## src/ata_identify_word_parser_core_defines.svh

```systemverilog
// assertion macros for the identify word parser
// needs clk and rst_n in the scope where a macro is used
`ifndef ATA_IDENTIFY_WORD_PARSER_CORE_DEFINES_SVH
`define ATA_IDENTIFY_WORD_PARSER_CORE_DEFINES_SVH

// consequent checked in the same cycle as the antecedent
`define AIWP_ASSERT_SAME(label, ante, cons, msg) \
    label: assert property (@(posedge clk) disable iff (!rst_n) (ante) |-> (cons)) \
        else $error(msg);

// consequent checked in the cycle after the antecedent
`define AIWP_ASSERT_NEXT(label, ante, cons, msg) \
    label: assert property (@(posedge clk) disable iff (!rst_n) (ante) |=> (cons)) \
        else $error(msg);

`endif

```

## src/aiwp_pkg.sv

```systemverilog
// shared types and constants of the identify word parser
// used by aiwp_word_decode and ata_identify_word_parser_core
package aiwp_pkg;

    // word positions inside the identify block
    localparam logic [7:0] IDX_RESTART        = 8'd0;
    localparam logic [7:0] IDX_SERIAL_FIRST   = 8'd10;
    localparam logic [7:0] IDX_SERIAL_LAST    = 8'd19;
    localparam logic [7:0] IDX_FIRMWARE_FIRST = 8'd23;
    localparam logic [7:0] IDX_FIRMWARE_LAST  = 8'd26;
    localparam logic [7:0] IDX_MODEL_FIRST    = 8'd27;
    localparam logic [7:0] IDX_MODEL_LAST     = 8'd46;
    localparam logic [7:0] IDX_LEGACY_LO      = 8'd60;
    localparam logic [7:0] IDX_LEGACY_HI      = 8'd61;
    localparam logic [7:0] IDX_FEAT_SUPPORT   = 8'd83;
    localparam logic [7:0] IDX_FEAT_ENABLED   = 8'd86;
    localparam logic [7:0] IDX_EXT_CAP_FIRST  = 8'd100;
    localparam logic [7:0] IDX_EXT_CAP_LAST   = 8'd103;
    localparam logic [7:0] IDX_SECTOR_FMT     = 8'd106;
    localparam logic [7:0] IDX_LSIZE_LO       = 8'd117;
    localparam logic [7:0] IDX_LSIZE_HI       = 8'd118;
    localparam logic [7:0] IDX_DONE           = 8'd255;

    // bit positions in the feature and sector format words
    localparam int LBA48_BIT     = 10;
    localparam int FMT_VALID_BIT = 14;
    localparam int FMT_RSVD_BIT  = 15;
    localparam int FMT_LARGE_BIT = 12;

    // captured format bits {bit15, bit14, bit12}: logical size valid when 0,1,1
    localparam logic [2:0] FMT_LOGICAL_VALID = 3'b011;

    localparam logic [7:0]  SPACE_CHAR        = 8'h20;
    localparam logic [15:0] BASE_SECTOR_RESET = 16'd512;

    localparam logic [1:0] STR_NONE     = 2'd0;
    localparam logic [1:0] STR_SERIAL   = 2'd1;
    localparam logic [1:0] STR_FIRMWARE = 2'd2;
    localparam logic [1:0] STR_MODEL    = 2'd3;

    localparam logic [4:0] SERIAL_MAX_LEN   = 5'd20;
    localparam logic [3:0] FIRMWARE_MAX_LEN = 4'd8;
    localparam logic [5:0] MODEL_MAX_LEN    = 6'd40;

    typedef enum logic [3:0] {
        KIND_OTHER,
        KIND_RESTART,
        KIND_SERIAL,
        KIND_FIRMWARE,
        KIND_MODEL,
        KIND_LEGACY_LO,
        KIND_LEGACY_HI,
        KIND_FEAT_SUPPORT,
        KIND_FEAT_ENABLED,
        KIND_EXT_CAP,
        KIND_SECTOR_FMT,
        KIND_LSIZE_LO,
        KIND_LSIZE_HI,
        KIND_DONE
    } word_kind_t;

    typedef struct packed {
        word_kind_t kind;
        logic [1:0] string_id;
        logic [5:0] char_position;
        logic [5:0] cand_len;      // last non-space position plus one within this word
        logic [1:0] ext_lane;      // which 16-bit lane of the 64-bit capacity
    } word_dec_t;

endpackage

```

## src/ata_identify_word_parser_core.sv

```systemverilog
// top level of the identify word parser: state capture and result register
// depends on aiwp_pkg, aiwp_word_decode and ata_identify_word_parser_core_defines.svh
//
//  channel | handshake          | payload
//  --------+--------------------+------------------------------------------------
//  input   | in_valid, in_stall | data_word, word_index
//  result  | out_valid,         | string_id, first_char, second_char,
//          | out_stall          | char_position, block_done, capacity_sectors,
//          |                    | sector_bytes, lba48_flag, model_length,
//          |                    | serial_length, firmware_length
//  config  | cfg_we             | cfg_wdata (base sector size)
//
//  one beat per cycle while in_stall is low; a result shows up in the cycle after its word is taken
//  decode and state update sit between the input port and the result register
//  in_stall rises only while a held result is stalled on the output
//  rst_n clears all captured state, sets the base size to 512, empties the output
`include "ata_identify_word_parser_core_defines.svh"

module ata_identify_word_parser_core
    import aiwp_pkg::*;
(
    input  logic        clk,
    input  logic        rst_n,

    input  logic        cfg_we,
    input  logic [15:0] cfg_wdata,

    input  logic        in_valid,
    output logic        in_stall,
    input  logic [15:0] data_word,
    input  logic [7:0]  word_index,

    output logic        out_valid,
    input  logic        out_stall,
    output logic [1:0]  string_id,
    output logic [7:0]  first_char,
    output logic [7:0]  second_char,
    output logic [5:0]  char_position,
    output logic        block_done,
    output logic [63:0] capacity_sectors,
    output logic [31:0] sector_bytes,
    output logic        lba48_flag,
    output logic [5:0]  model_length,
    output logic [4:0]  serial_length,
    output logic [3:0]  firmware_length
);

    word_dec_t   dec;
    logic        in_accept;
    logic        out_accept;

    logic [15:0] base_sector_reg;
    logic [31:0] legacy_cap_reg,   legacy_cap_next;
    logic [63:0] ext_cap_reg,      ext_cap_next;
    logic [1:0]  lba48_bits_reg,   lba48_bits_next;
    logic [2:0]  fmt_bits_reg,     fmt_bits_next;
    logic [31:0] lsize_reg,        lsize_next;
    logic [5:0]  model_len_reg,    model_len_next;
    logic [4:0]  serial_len_reg,   serial_len_next;
    logic [3:0]  firmware_len_reg, firmware_len_next;

    logic        out_valid_reg,    out_valid_next;
    logic [1:0]  string_id_reg;
    logic [7:0]  first_char_reg;
    logic [7:0]  second_char_reg;
    logic [5:0]  char_position_reg;
    logic        block_done_reg;
    logic [63:0] capacity_reg;
    logic [31:0] sector_bytes_reg;
    logic        lba48_flag_reg;
    logic [5:0]  model_length_reg;
    logic [4:0]  serial_length_reg;
    logic [3:0]  firmware_length_reg;

    logic        big_drive;
    logic [63:0] capacity_next;
    logic [31:0] sector_bytes_next;

    aiwp_word_decode u_decode (
        .data_word  (data_word),
        .word_index (word_index),
        .dec        (dec)
    );

    assign in_stall   = out_valid_reg & out_stall;
    assign in_accept  = in_valid & ~in_stall;
    assign out_accept = out_valid_reg & ~out_stall;

    // captured state
    always_comb
    begin
        legacy_cap_next   = legacy_cap_reg;
        ext_cap_next      = ext_cap_reg;
        lba48_bits_next   = lba48_bits_reg;
        fmt_bits_next     = fmt_bits_reg;
        lsize_next        = lsize_reg;
        model_len_next    = model_len_reg;
        serial_len_next   = serial_len_reg;
        firmware_len_next = firmware_len_reg;
        case (dec.kind)
            KIND_RESTART:
            begin
                legacy_cap_next   = '0;
                ext_cap_next      = '0;
                lba48_bits_next   = '0;
                fmt_bits_next     = '0;
                lsize_next        = '0;
                model_len_next    = '0;
                serial_len_next   = '0;
                firmware_len_next = '0;
            end
            KIND_SERIAL:
                if (dec.cand_len > {1'b0, serial_len_reg})
                    serial_len_next = dec.cand_len[4:0];
            KIND_FIRMWARE:
                if (dec.cand_len > {2'b00, firmware_len_reg})
                    firmware_len_next = dec.cand_len[3:0];
            KIND_MODEL:
                if (dec.cand_len > model_len_reg)
                    model_len_next = dec.cand_len;
            KIND_LEGACY_LO:    legacy_cap_next[15:0]  = data_word;
            KIND_LEGACY_HI:    legacy_cap_next[31:16] = data_word;
            KIND_FEAT_SUPPORT: lba48_bits_next[0]     = data_word[LBA48_BIT];
            KIND_FEAT_ENABLED: lba48_bits_next[1]     = data_word[LBA48_BIT];
            KIND_EXT_CAP:      ext_cap_next[{dec.ext_lane, 4'b0000} +: 16] = data_word;
            KIND_SECTOR_FMT:
                fmt_bits_next = {data_word[FMT_RSVD_BIT], data_word[FMT_VALID_BIT],
                                 data_word[FMT_LARGE_BIT]};
            KIND_LSIZE_LO:     lsize_next[15:0]  = data_word;
            KIND_LSIZE_HI:     lsize_next[31:16] = data_word;
            default:
            begin
            end
        endcase
    end

    // summary values, used only on the completion beat
    assign big_drive         = &lba48_bits_reg;
    assign capacity_next     = big_drive ? ext_cap_reg : {32'd0, legacy_cap_reg};
    assign sector_bytes_next = (fmt_bits_reg == FMT_LOGICAL_VALID) ?
                               {lsize_reg[30:0], 1'b0} : {16'd0, base_sector_reg};

    always_comb
    begin
        out_valid_next = out_valid_reg;
        if (in_accept)
            out_valid_next = 1'b1;
        else if (out_accept)
            out_valid_next = 1'b0;
    end

    always_ff @(posedge clk or negedge rst_n)
    begin
        if (!rst_n)
        begin
            base_sector_reg  <= BASE_SECTOR_RESET;
            legacy_cap_reg   <= '0;
            ext_cap_reg      <= '0;
            lba48_bits_reg   <= '0;
            fmt_bits_reg     <= '0;
            lsize_reg        <= '0;
            model_len_reg    <= '0;
            serial_len_reg   <= '0;
            firmware_len_reg <= '0;
            out_valid_reg    <= 1'b0;
        end
        else
        begin
            out_valid_reg <= out_valid_next;
            if (cfg_we)
                base_sector_reg <= cfg_wdata;
            if (in_accept)
            begin
                legacy_cap_reg   <= legacy_cap_next;
                ext_cap_reg      <= ext_cap_next;
                lba48_bits_reg   <= lba48_bits_next;
                fmt_bits_reg     <= fmt_bits_next;
                lsize_reg        <= lsize_next;
                model_len_reg    <= model_len_next;
                serial_len_reg   <= serial_len_next;
                firmware_len_reg <= firmware_len_next;
            end
        end
    end

    // result payload, loaded with each accepted beat
    always_ff @(posedge clk)
    begin
        if (in_accept)
        begin
            string_id_reg     <= dec.string_id;
            char_position_reg <= dec.char_position;
            if (dec.string_id != STR_NONE)
            begin
                first_char_reg  <= data_word[15:8];
                second_char_reg <= data_word[7:0];
            end
            else
            begin
                first_char_reg  <= '0;
                second_char_reg <= '0;
            end
            if (dec.kind == KIND_DONE)
            begin
                block_done_reg      <= 1'b1;
                capacity_reg        <= capacity_next;
                sector_bytes_reg    <= sector_bytes_next;
                lba48_flag_reg      <= big_drive;
                model_length_reg    <= model_len_reg;
                serial_length_reg   <= serial_len_reg;
                firmware_length_reg <= firmware_len_reg;
            end
            else
            begin
                block_done_reg      <= 1'b0;
                capacity_reg        <= '0;
                sector_bytes_reg    <= '0;
                lba48_flag_reg      <= 1'b0;
                model_length_reg    <= '0;
                serial_length_reg   <= '0;
                firmware_length_reg <= '0;
            end
        end
    end

    assign out_valid        = out_valid_reg;
    assign string_id        = string_id_reg;
    assign first_char       = first_char_reg;
    assign second_char      = second_char_reg;
    assign char_position    = char_position_reg;
    assign block_done       = block_done_reg;
    assign capacity_sectors = capacity_reg;
    assign sector_bytes     = sector_bytes_reg;
    assign lba48_flag       = lba48_flag_reg;
    assign model_length     = model_length_reg;
    assign serial_length    = serial_length_reg;
    assign firmware_length  = firmware_length_reg;

    `AIWP_ASSERT_NEXT(a_beat_gives_result, in_accept, out_valid_reg,
        "accepted word did not produce a result")
    `AIWP_ASSERT_NEXT(a_restart_clears, in_accept && word_index == IDX_RESTART,
        model_len_reg == '0 && serial_len_reg == '0 && firmware_len_reg == '0
        && lba48_bits_reg == '0 && fmt_bits_reg == '0,
        "restart word did not clear captured state")
    `AIWP_ASSERT_SAME(a_summary_only_on_done, out_valid_reg && !block_done_reg,
        capacity_reg == '0 && sector_bytes_reg == '0 && !lba48_flag_reg,
        "summary fields set on a non-completion result")
    `AIWP_ASSERT_SAME(a_no_string_no_chars, out_valid_reg && string_id_reg == STR_NONE,
        first_char_reg == '0 && second_char_reg == '0 && char_position_reg == '0,
        "characters reported on a non-string word")
    `AIWP_ASSERT_SAME(a_len_bounds, 1'b1,
        serial_len_reg <= SERIAL_MAX_LEN && firmware_len_reg <= FIRMWARE_MAX_LEN
        && model_len_reg <= MODEL_MAX_LEN,
        "trimmed length beyond string size")

endmodule

```

## src/aiwp_word_decode.sv

```systemverilog
// classifies one identify word by its index and works out string position
// and the candidate trimmed length; depends on aiwp_pkg
module aiwp_word_decode
    import aiwp_pkg::*;
(
    input  logic [15:0] data_word,
    input  logic [7:0]  word_index,
    output word_dec_t   dec
);

    logic [7:0] str_base;
    logic [7:0] str_offset;
    logic [7:0] ext_offset;
    logic [7:0] hi_char;
    logic [7:0] lo_char;
    logic [5:0] pos;

    assign hi_char    = data_word[15:8];
    assign lo_char    = data_word[7:0];
    assign ext_offset = word_index - IDX_EXT_CAP_FIRST;

    always_comb
    begin
        dec          = '0;
        dec.kind     = KIND_OTHER;
        str_base     = IDX_SERIAL_FIRST;
        dec.ext_lane = ext_offset[1:0];
        unique case (word_index) inside
            IDX_RESTART:                         dec.kind = KIND_RESTART;
            [IDX_SERIAL_FIRST:IDX_SERIAL_LAST]:
            begin
                dec.kind      = KIND_SERIAL;
                dec.string_id = STR_SERIAL;
                str_base      = IDX_SERIAL_FIRST;
            end
            [IDX_FIRMWARE_FIRST:IDX_FIRMWARE_LAST]:
            begin
                dec.kind      = KIND_FIRMWARE;
                dec.string_id = STR_FIRMWARE;
                str_base      = IDX_FIRMWARE_FIRST;
            end
            [IDX_MODEL_FIRST:IDX_MODEL_LAST]:
            begin
                dec.kind      = KIND_MODEL;
                dec.string_id = STR_MODEL;
                str_base      = IDX_MODEL_FIRST;
            end
            IDX_LEGACY_LO:                       dec.kind = KIND_LEGACY_LO;
            IDX_LEGACY_HI:                       dec.kind = KIND_LEGACY_HI;
            IDX_FEAT_SUPPORT:                    dec.kind = KIND_FEAT_SUPPORT;
            IDX_FEAT_ENABLED:                    dec.kind = KIND_FEAT_ENABLED;
            [IDX_EXT_CAP_FIRST:IDX_EXT_CAP_LAST]: dec.kind = KIND_EXT_CAP;
            IDX_SECTOR_FMT:                      dec.kind = KIND_SECTOR_FMT;
            IDX_LSIZE_LO:                        dec.kind = KIND_LSIZE_LO;
            IDX_LSIZE_HI:                        dec.kind = KIND_LSIZE_HI;
            IDX_DONE:                            dec.kind = KIND_DONE;
            default:                             dec.kind = KIND_OTHER;
        endcase

        str_offset = word_index - str_base;
        pos        = {str_offset[4:0], 1'b0};

        if (dec.string_id != STR_NONE)
        begin
            dec.char_position = pos;
            if (lo_char != SPACE_CHAR)
                dec.cand_len = pos + 6'd2;
            else if (hi_char != SPACE_CHAR)
                dec.cand_len = pos + 6'd1;
            else
                dec.cand_len = '0;
        end
    end

endmodule
```

## config.mk

```make
export PLATFORM = sky130hd
export DESIGN_NAME = ata_identify_word_parser_core
export DESIGN_NICKNAME = d
export VERILOG_FILES = /design/src/aiwp_pkg.sv /design/src/ata_identify_word_parser_core.sv /design/src/aiwp_word_decode.sv
export VERILOG_INCLUDE_DIRS = /design/src /design/src/src
export SDC_FILE = /design/constraint.sdc
export NUM_CORES = 1
export LEC_CHECK = 0
export ABC_AREA = 0
export BUFFER_PORTS_ARGS = -buffer_cell sky130_fd_sc_hd__buf_2
export CORE_ASPECT_RATIO = 0.8
export CORE_MARGIN = 8
export CORE_UTILIZATION = 51
export CTS_CLUSTER_DIAMETER = 60
export DETAILED_ROUTE_END_ITERATION = 7
export HOLD_SLACK_MARGIN = 0.12
export PLACE_DENSITY = 0.73
export SETUP_SLACK_MARGIN = 0.4
export SLEW_MARGIN = 5
export SYNTH_ARGS = -nofsm -noshare
export SYNTH_HDL_FRONTEND = slang
export SYNTH_SLANG_ARGS = --single-unit
export TNS_END_PERCENT = 10
```

## constraint.sdc

```tcl
create_clock -name clk -period 6.3 [get_ports clk]
set_input_delay 0.315 -clock clk [delete_from_list [all_inputs] [get_ports clk]]
set_output_delay 0.315 -clock clk [all_outputs]
set_load 0.05 [all_outputs]
```

==> results of run 1 <==
==> worst reg2reg max path, delay by kind of cell, from the launching register on <==
kind | cells | cell delay [ns]
AOI/OAI and AO/OA | 3 | 1.40
and+or+nand+nor | 3 | 0.65
DFF | 1 | 0.38
==> how the worst max path moves through the flow <==
stage	start	end	slack (ns)	cells past startpoint
2_1_floorplan	word_index[7]	model_len_reg[3]$_DFFE_PN0P_	1.70	21
3_3_place_gp	word_index[1]	model_len_reg[3]$_DFFE_PN0P_	1.19	21
3_5_place_dp	word_index[1]	model_len_reg[3]$_DFFE_PN0P_	1.08	21
4_1_cts	word_index[1]	model_len_reg[3]$_DFFE_PN0P_	1.67	21
5_1_grt	word_index[1]	model_len_reg[3]$_DFFE_PN0P_	1.31	21
6_report	word_index[1]	model_len_reg[3]$_DFFE_PN0P_	1.63	21
==> power by group through the flow <==
stage	sequential, mW	clock, mW	combinational, mW
floorplan	2.34	0	0.193
global placement	2.20	0	0.472
detailed placement	2.20	0	0.480
CTS	2.17	1.69	0.491
global route	2.18	1.76	0.527
finish	2.17	1.66	0.490
==> per-stage QoR <==
stage	power, mW	utilization	hold WS, ns	instance area, sq um	cells
3_5_place_dp	2.69	0.559	0.433	14200	1593
6_report	4.32	0.602	0.164	15200	1666
3_3_place_gp	2.68	0.559	0.432	14200	1593
5_1_grt	4.46	0.602	0.159	15200	1666
4_1_cts	4.35	0.602	0.135	15200	1666
2_1_floorplan	2.54	-	0.0194	13100	1165
==> cell type report <==
class                           instances  area share
Multi-Input combinational cell        750       0.293
Clock buffer                           45      0.0542
Sequential cell                       300       0.537
Clock inverter                          9     0.00525
Tap cell                              324      0.0266
Timing Repair Buffer                  211      0.0775
Inverter                               27     0.00665
==> cells in the mapped netlist, types with 5 or more instances <==
library cell and n:
and2_1 11, nand4_1 9, mux2_2 17, edfxtp_1 136
dfrtp_1 163, buf_2 18, clkbuf_1 59, nand2_1 242
nand2b_1 8, nor3_1 6, a22o_1 51, a31o_1 12
inv_1 27, ha_1 26, a32o_1 5, o21ai_1 10
and3_1 56, nor2_1 33, o21ai_0 54, buf_4 6
nand3_1 33, nor2b_1 33, a21oi_1 61
==> cell families after synthesis <==
| logic type | count (synthesis) | synth area share |
|---|---|---|
| and+or+nand+nor | 468 | 0.174 |
| DFF | 300 | 0.624 |
| AOI/OAI and AO/OA | 231 | 0.119 |
| buffers and inverters | 115 | 0.0381 |
| adders and majority gates | 26 | 0.0248 |
| muxes | 21 | 0.0177 |
| xor gates and xnor gates | 3 | 0.00200 |
| other | 1 | 0.000286 |
==> metal layers <==
metal,routed length [um],track usage
met2,15800,0.335
met5,10,0
met4,884,0.0581
met3,2630,0.0463
met1,15600,0.315
==> metrics.cfg, run 1 <==
[power_and_ir_drop]
ir_drop_uv = 220
p_leak_nw = 6.73
p_sw_mw = 1.11
p_int_mw = 3.21
power.density_mw_per_mm2 = 283
switching_share = 0.257
clkPwrFrac = 0.385
p_comb_frac = 0.113
power_frac_seq = 0.502

[synth]
yosys_register_bits = 300
yosys_warnings = 0
synth-main-ff-cell = dfrtp_1
seq_area_frac_synth = 0.624
synth_edf_count = 136
synthArstFlopShare = 0.547
netlist.area_leader.share = 0.311
synth_area_leaders = edfxtp_1, dfrtp_1, nand2_1
syn_inst = 1165
yosys.area.top_type = edfxtp_1
syn-mean-instance-area_sq_um = 11.3
syn-cell-area_sq_mm = 0.0131
yosys.cell_types.count = 72
syn_nets = 1236

[sta]
rsz0062_at_grt = false
finClkSkew_ns = 0.00698
final-hold-violation-count = 0
finalCritPeriodShare = 0.742
setup_violations = 0
clock.fmax_mhz = 214
maxSlewViolCount = 0
slew_headroom = 0.202
min_period_ns = 4.67
setup-tns-final_ns = 0
setup_ws_ns = 1.63
tightest_slew_ns = 1.20

[cells_and_area]
syn2layout_area_growth_pct = 16.2
fin_nets = 1390
nFillCells = 2044
multiInputGateArea_sq_mm = 0.00446
mostFrequentLayoutCell = nand2_1
drive_above_1_share = 0.207
regArea_sq_mm = 0.00819
final_cell_mix = nand2_1, buf_2, dfrtp_1
diodes = 0

[placed_design]
gp_congestion = 0.822
dpl.hpwl_um = 22100
port_buffers = 182
pre_cts_slack_ns = 1.08

[clocking]
cts_tree = built
clockBufferDepth = 3
clock_sinks = 300
cts_root_buffer = clkbuf_16
holdBufCountCts = 19
h-tree-depth = 1
numCtsBuffers = 29
clk_pin_slew_ns = 0.06
clock_latency_ns = 0.56
cts_setup_buffers = 0
cts_resized = 0

[floorplanning]
die-area_sq_mm = 0.0311
initial_core_util = 0.518
die_h_um = 159
io_pins = 184
core_sq_mm = 0.0253
rows = 52
die_w_um = 195

[route]
via_count = 9647
vias_per_cell = 5.79
drt_iter0_drc = 1034
first_pass_iters = 5
wl_um = 34900
wl_per_cell_um = 21.0
ant_nets = 0
drc = 0

[setup_path]
end_kind = flip-flop
startpoint_type = input port
crit_chain = buf_2 -> ha_1 -> nor4bb_1 -> o32ai_1 -> nand2_1 -> inv_1 -> ha_1 -> inv_1 -> ha_1 -> and3_1 -> or4_1 -> and2_1 -> o32a_1 -> nand3_1 -> ha_1 -> nand4_1 -> o22ai_1 -> a21oi_1 -> or4b_1 -> and2_1 -> o21ai_1
worstPathArrival_ns = 5.15
crit_top_cell = ha_1
rr_worst_depth = 6
critPathMaxStageDelay_ns = 0.60
worstPathMaxFanout = 11
rr_endpoint = ext_cap_reg[18]$_DFFE_PN0P_
cpMaxStageDelayCell = or4b_1
crit_family = simple AND/OR/NAND/NOR gates
reg2reg_slack_ns = 3.70
reg2reg_from = out_valid$_DFFE_PN0P_
crit_type = input port to flip-flop
crit_required_ns = 6.78
critPathBufInv = 3

[status]
status = finished clean

[worst_hold_path]
min_to = lsize_reg[0]$_DFFE_PN0P_
hp-start = data_word[0]
holdPathStages = 3
min-delay-path-class = input port to flip-flop

[grt]
grt_pass1_wl_um = 54400
grt_antenna_before_repair = 1
grt_pass1_vias = 9325
grtUsageTotal = 0.220
grt_max_degree = 88
overflow = 0

[run]
drv_cap = 0

Note: power is estimated with default switching activity, not from simulation.
==> inputs of run 2 (changes only) <==
clock period = 4.3 ns   (was 6.3 ns; I/O delays follow)
==> metrics.cfg, run 2 (synthesized netlist as in run 1, its figures left out) <==
[cells_and_area]
final_cell_mix = nand2_1, buf_2, dfrtp_1
drive_above_1_share = 0.254
design_area_sq_mm = 0.0160
fin_nets = 1456
multiInputGateArea_sq_mm = 0.00461
syn2layout_area_growth_pct = 22.3
nFillCells = 2006
diodes = 0
regArea_sq_mm = 0.00819
mostFrequentLayoutCell = nand2_1

[sta]
setup_ws_ns = 0.563
clock.fmax_mhz = 268
setup-tns-final_ns = 0
tightest_slew_ns = 1.18
finClkSkew_ns = 0.0148
whs_ns = 0.159
final-hold-violation-count = 0
slew_headroom = 0.213
maxSlewViolCount = 0
finalCritPeriodShare = 0.869
min_period_ns = 3.74
rsz0062_at_grt = false
setup_violations = 0

[power_and_ir_drop]
p_leak_nw = 7.11
p_int_mw = 4.95
power_frac_seq = 0.478
clkPwrFrac = 0.402
power.density_mw_per_mm2 = 414
p_comb_frac = 0.120
p_sw_mw = 1.70
switching_share = 0.256
ir_drop_uv = 290

[grt]
grt_max_degree = 112
grt_pass1_vias = 9784
grt_pass1_wl_um = 57400
grtUsageTotal = 0.231
grt_antenna_before_repair = 0
overflow = 0

[floorplanning]
core_sq_mm = 0.0253
die_w_um = 195
initial_core_util = 0.518
io_pins = 184
rows = 52
die_h_um = 159
die-area_sq_mm = 0.0311

[run]
drv_cap = 0

[setup_path]
crit_family = simple AND/OR/NAND/NOR gates
cpMaxStageDelayCell = or4_1
reg2reg_from = out_valid$_DFFE_PN0P_
worstPathArrival_ns = 4.20
startpoint_type = input port
crit_start = word_index[1]
crit_required_ns = 4.76
crit_type = input port to flip-flop
crit_chain = clkbuf_4 -> buf_4 -> and2_1 -> o31ai_4 -> nand2_2 -> or2_4 -> inv_4 -> ha_4 -> and3_4 -> or4_1 -> and2_2 -> o32a_1 -> nand3_2 -> ha_4 -> nand4_1 -> o22ai_1 -> a21oi_2 -> or4b_4 -> and2_4 -> o21ai_1
worstPathMaxFanout = 6
critPathMaxStageDelay_ns = 0.54
critPathBufInv = 3
end_kind = flip-flop
crit_top_cell = ha_4

[clocking]
h-tree-depth = 1
clk_pin_slew_ns = 0.06
clock_sinks = 300
numCtsBuffers = 30
cts_tree = built
cts_root_buffer = clkbuf_16
clockBufferDepth = 3
clock_latency_ns = 0.55

[route]
wl_per_cell_um = 21.2
ant_nets = 0
via_count = 9834
drt_iter0_drc = 922
first_pass_iters = 5
vias_per_cell = 5.67
drc = 0
wl_um = 36700

[worst_hold_path]
min-delay-path-class = input port to flip-flop
hp-start = data_word[2]

[placed_design]
pre_cts_slack_ns = -0.174
post_dp_cell_area_sq_mm = 0.0147
port_buffers = 182
gp_congestion = 0.873
dpl.hpwl_um = 23600

[status]
status = finished clean

## run 2: stage by stage
| stage | power, mW | utilization | cells |
|---|---|---|---|
| after floorplan | 3.73 | - | 1165 |
| after global placement | 3.97 | 0.579 | 1643 |
| after detailed placement | 3.99 | 0.579 | 1643 |
| after CTS | 6.68 | 0.632 | 1732 |
| after global routing | 6.86 | 0.634 | 1733 |
| final | 6.65 | 0.634 | 1733 |
## run 2: path summary, 6_finish.rpt
check,slack (ns),endpoint,cells after the start
worst max-delay path,0.56,model_len_reg[3]$_DFFE_PN0P_,20
worst min-delay path,0.16,lsize_reg[2]$_DFFE_PN0P_,4
worst max register to register,1.56,fmt_bits_reg[0]$_DFFE_PN0P_,7
worst min register to register,0.48,lsize_reg[15]$_DFFE_PN0P_,2
max in group asynchronous,3.06,firmware_len_reg[0]$_DFFE_PN0P_,3
min in group asynchronous,0.19,out_valid$_DFFE_PN0P_,2
## run 2: timing repair
item | 4_1_cts | 5_1_grt
hold endpoints to repair | 119 | 0
hold buffers | 33 | 0
gates cloned | 0 | 1
resized for setup | 1 | 8
endpoints found under the setup margin | 1 | 6
setup buffers | 0 | 0
## run 2: power groups by stage
stage / clock network, mW / registers, mW / logic (mW)
2_1_floorplan: 0 / 3.43 / 0.297
3_3_place_gp: 0 / 3.23 / 0.746
3_5_place_dp: 0 / 3.23 / 0.758
4_1_cts: 2.72 / 3.17 / 0.786
5_1_grt: 2.82 / 3.19 / 0.854
6_report: 2.67 / 3.17 / 0.797
## run 2: worst min-delay path, delay by kind of cell
family	cells	cell delay [ns]
buffers and inverters	2	0.31
and+or+nand+nor	2	0.12
## run 2: cell type report
cell class	instances	area share
Clock buffer	39	0.0508
Clock inverter	17	0.0124
Inverter	27	0.00647
Multi-Input combinational cell	751	0.288
Sequential cell	300	0.511
Tap cell	324	0.0253
Timing Repair Buffer	275	0.107
## run 2: routing by layer
| layer | GRT usage | wire (um) | up-vias |
|---|---|---|---|
| li1 | - | - | 4575 |
| met1 | 0.336 | 16800 | 4813 |
| met2 | 0.354 | 16200 | 400 |
| met3 | 0.0492 | 3010 | 46 |
| met4 | 0.0482 | 620 | 0 |
| met5 | 0 | 0 | - |
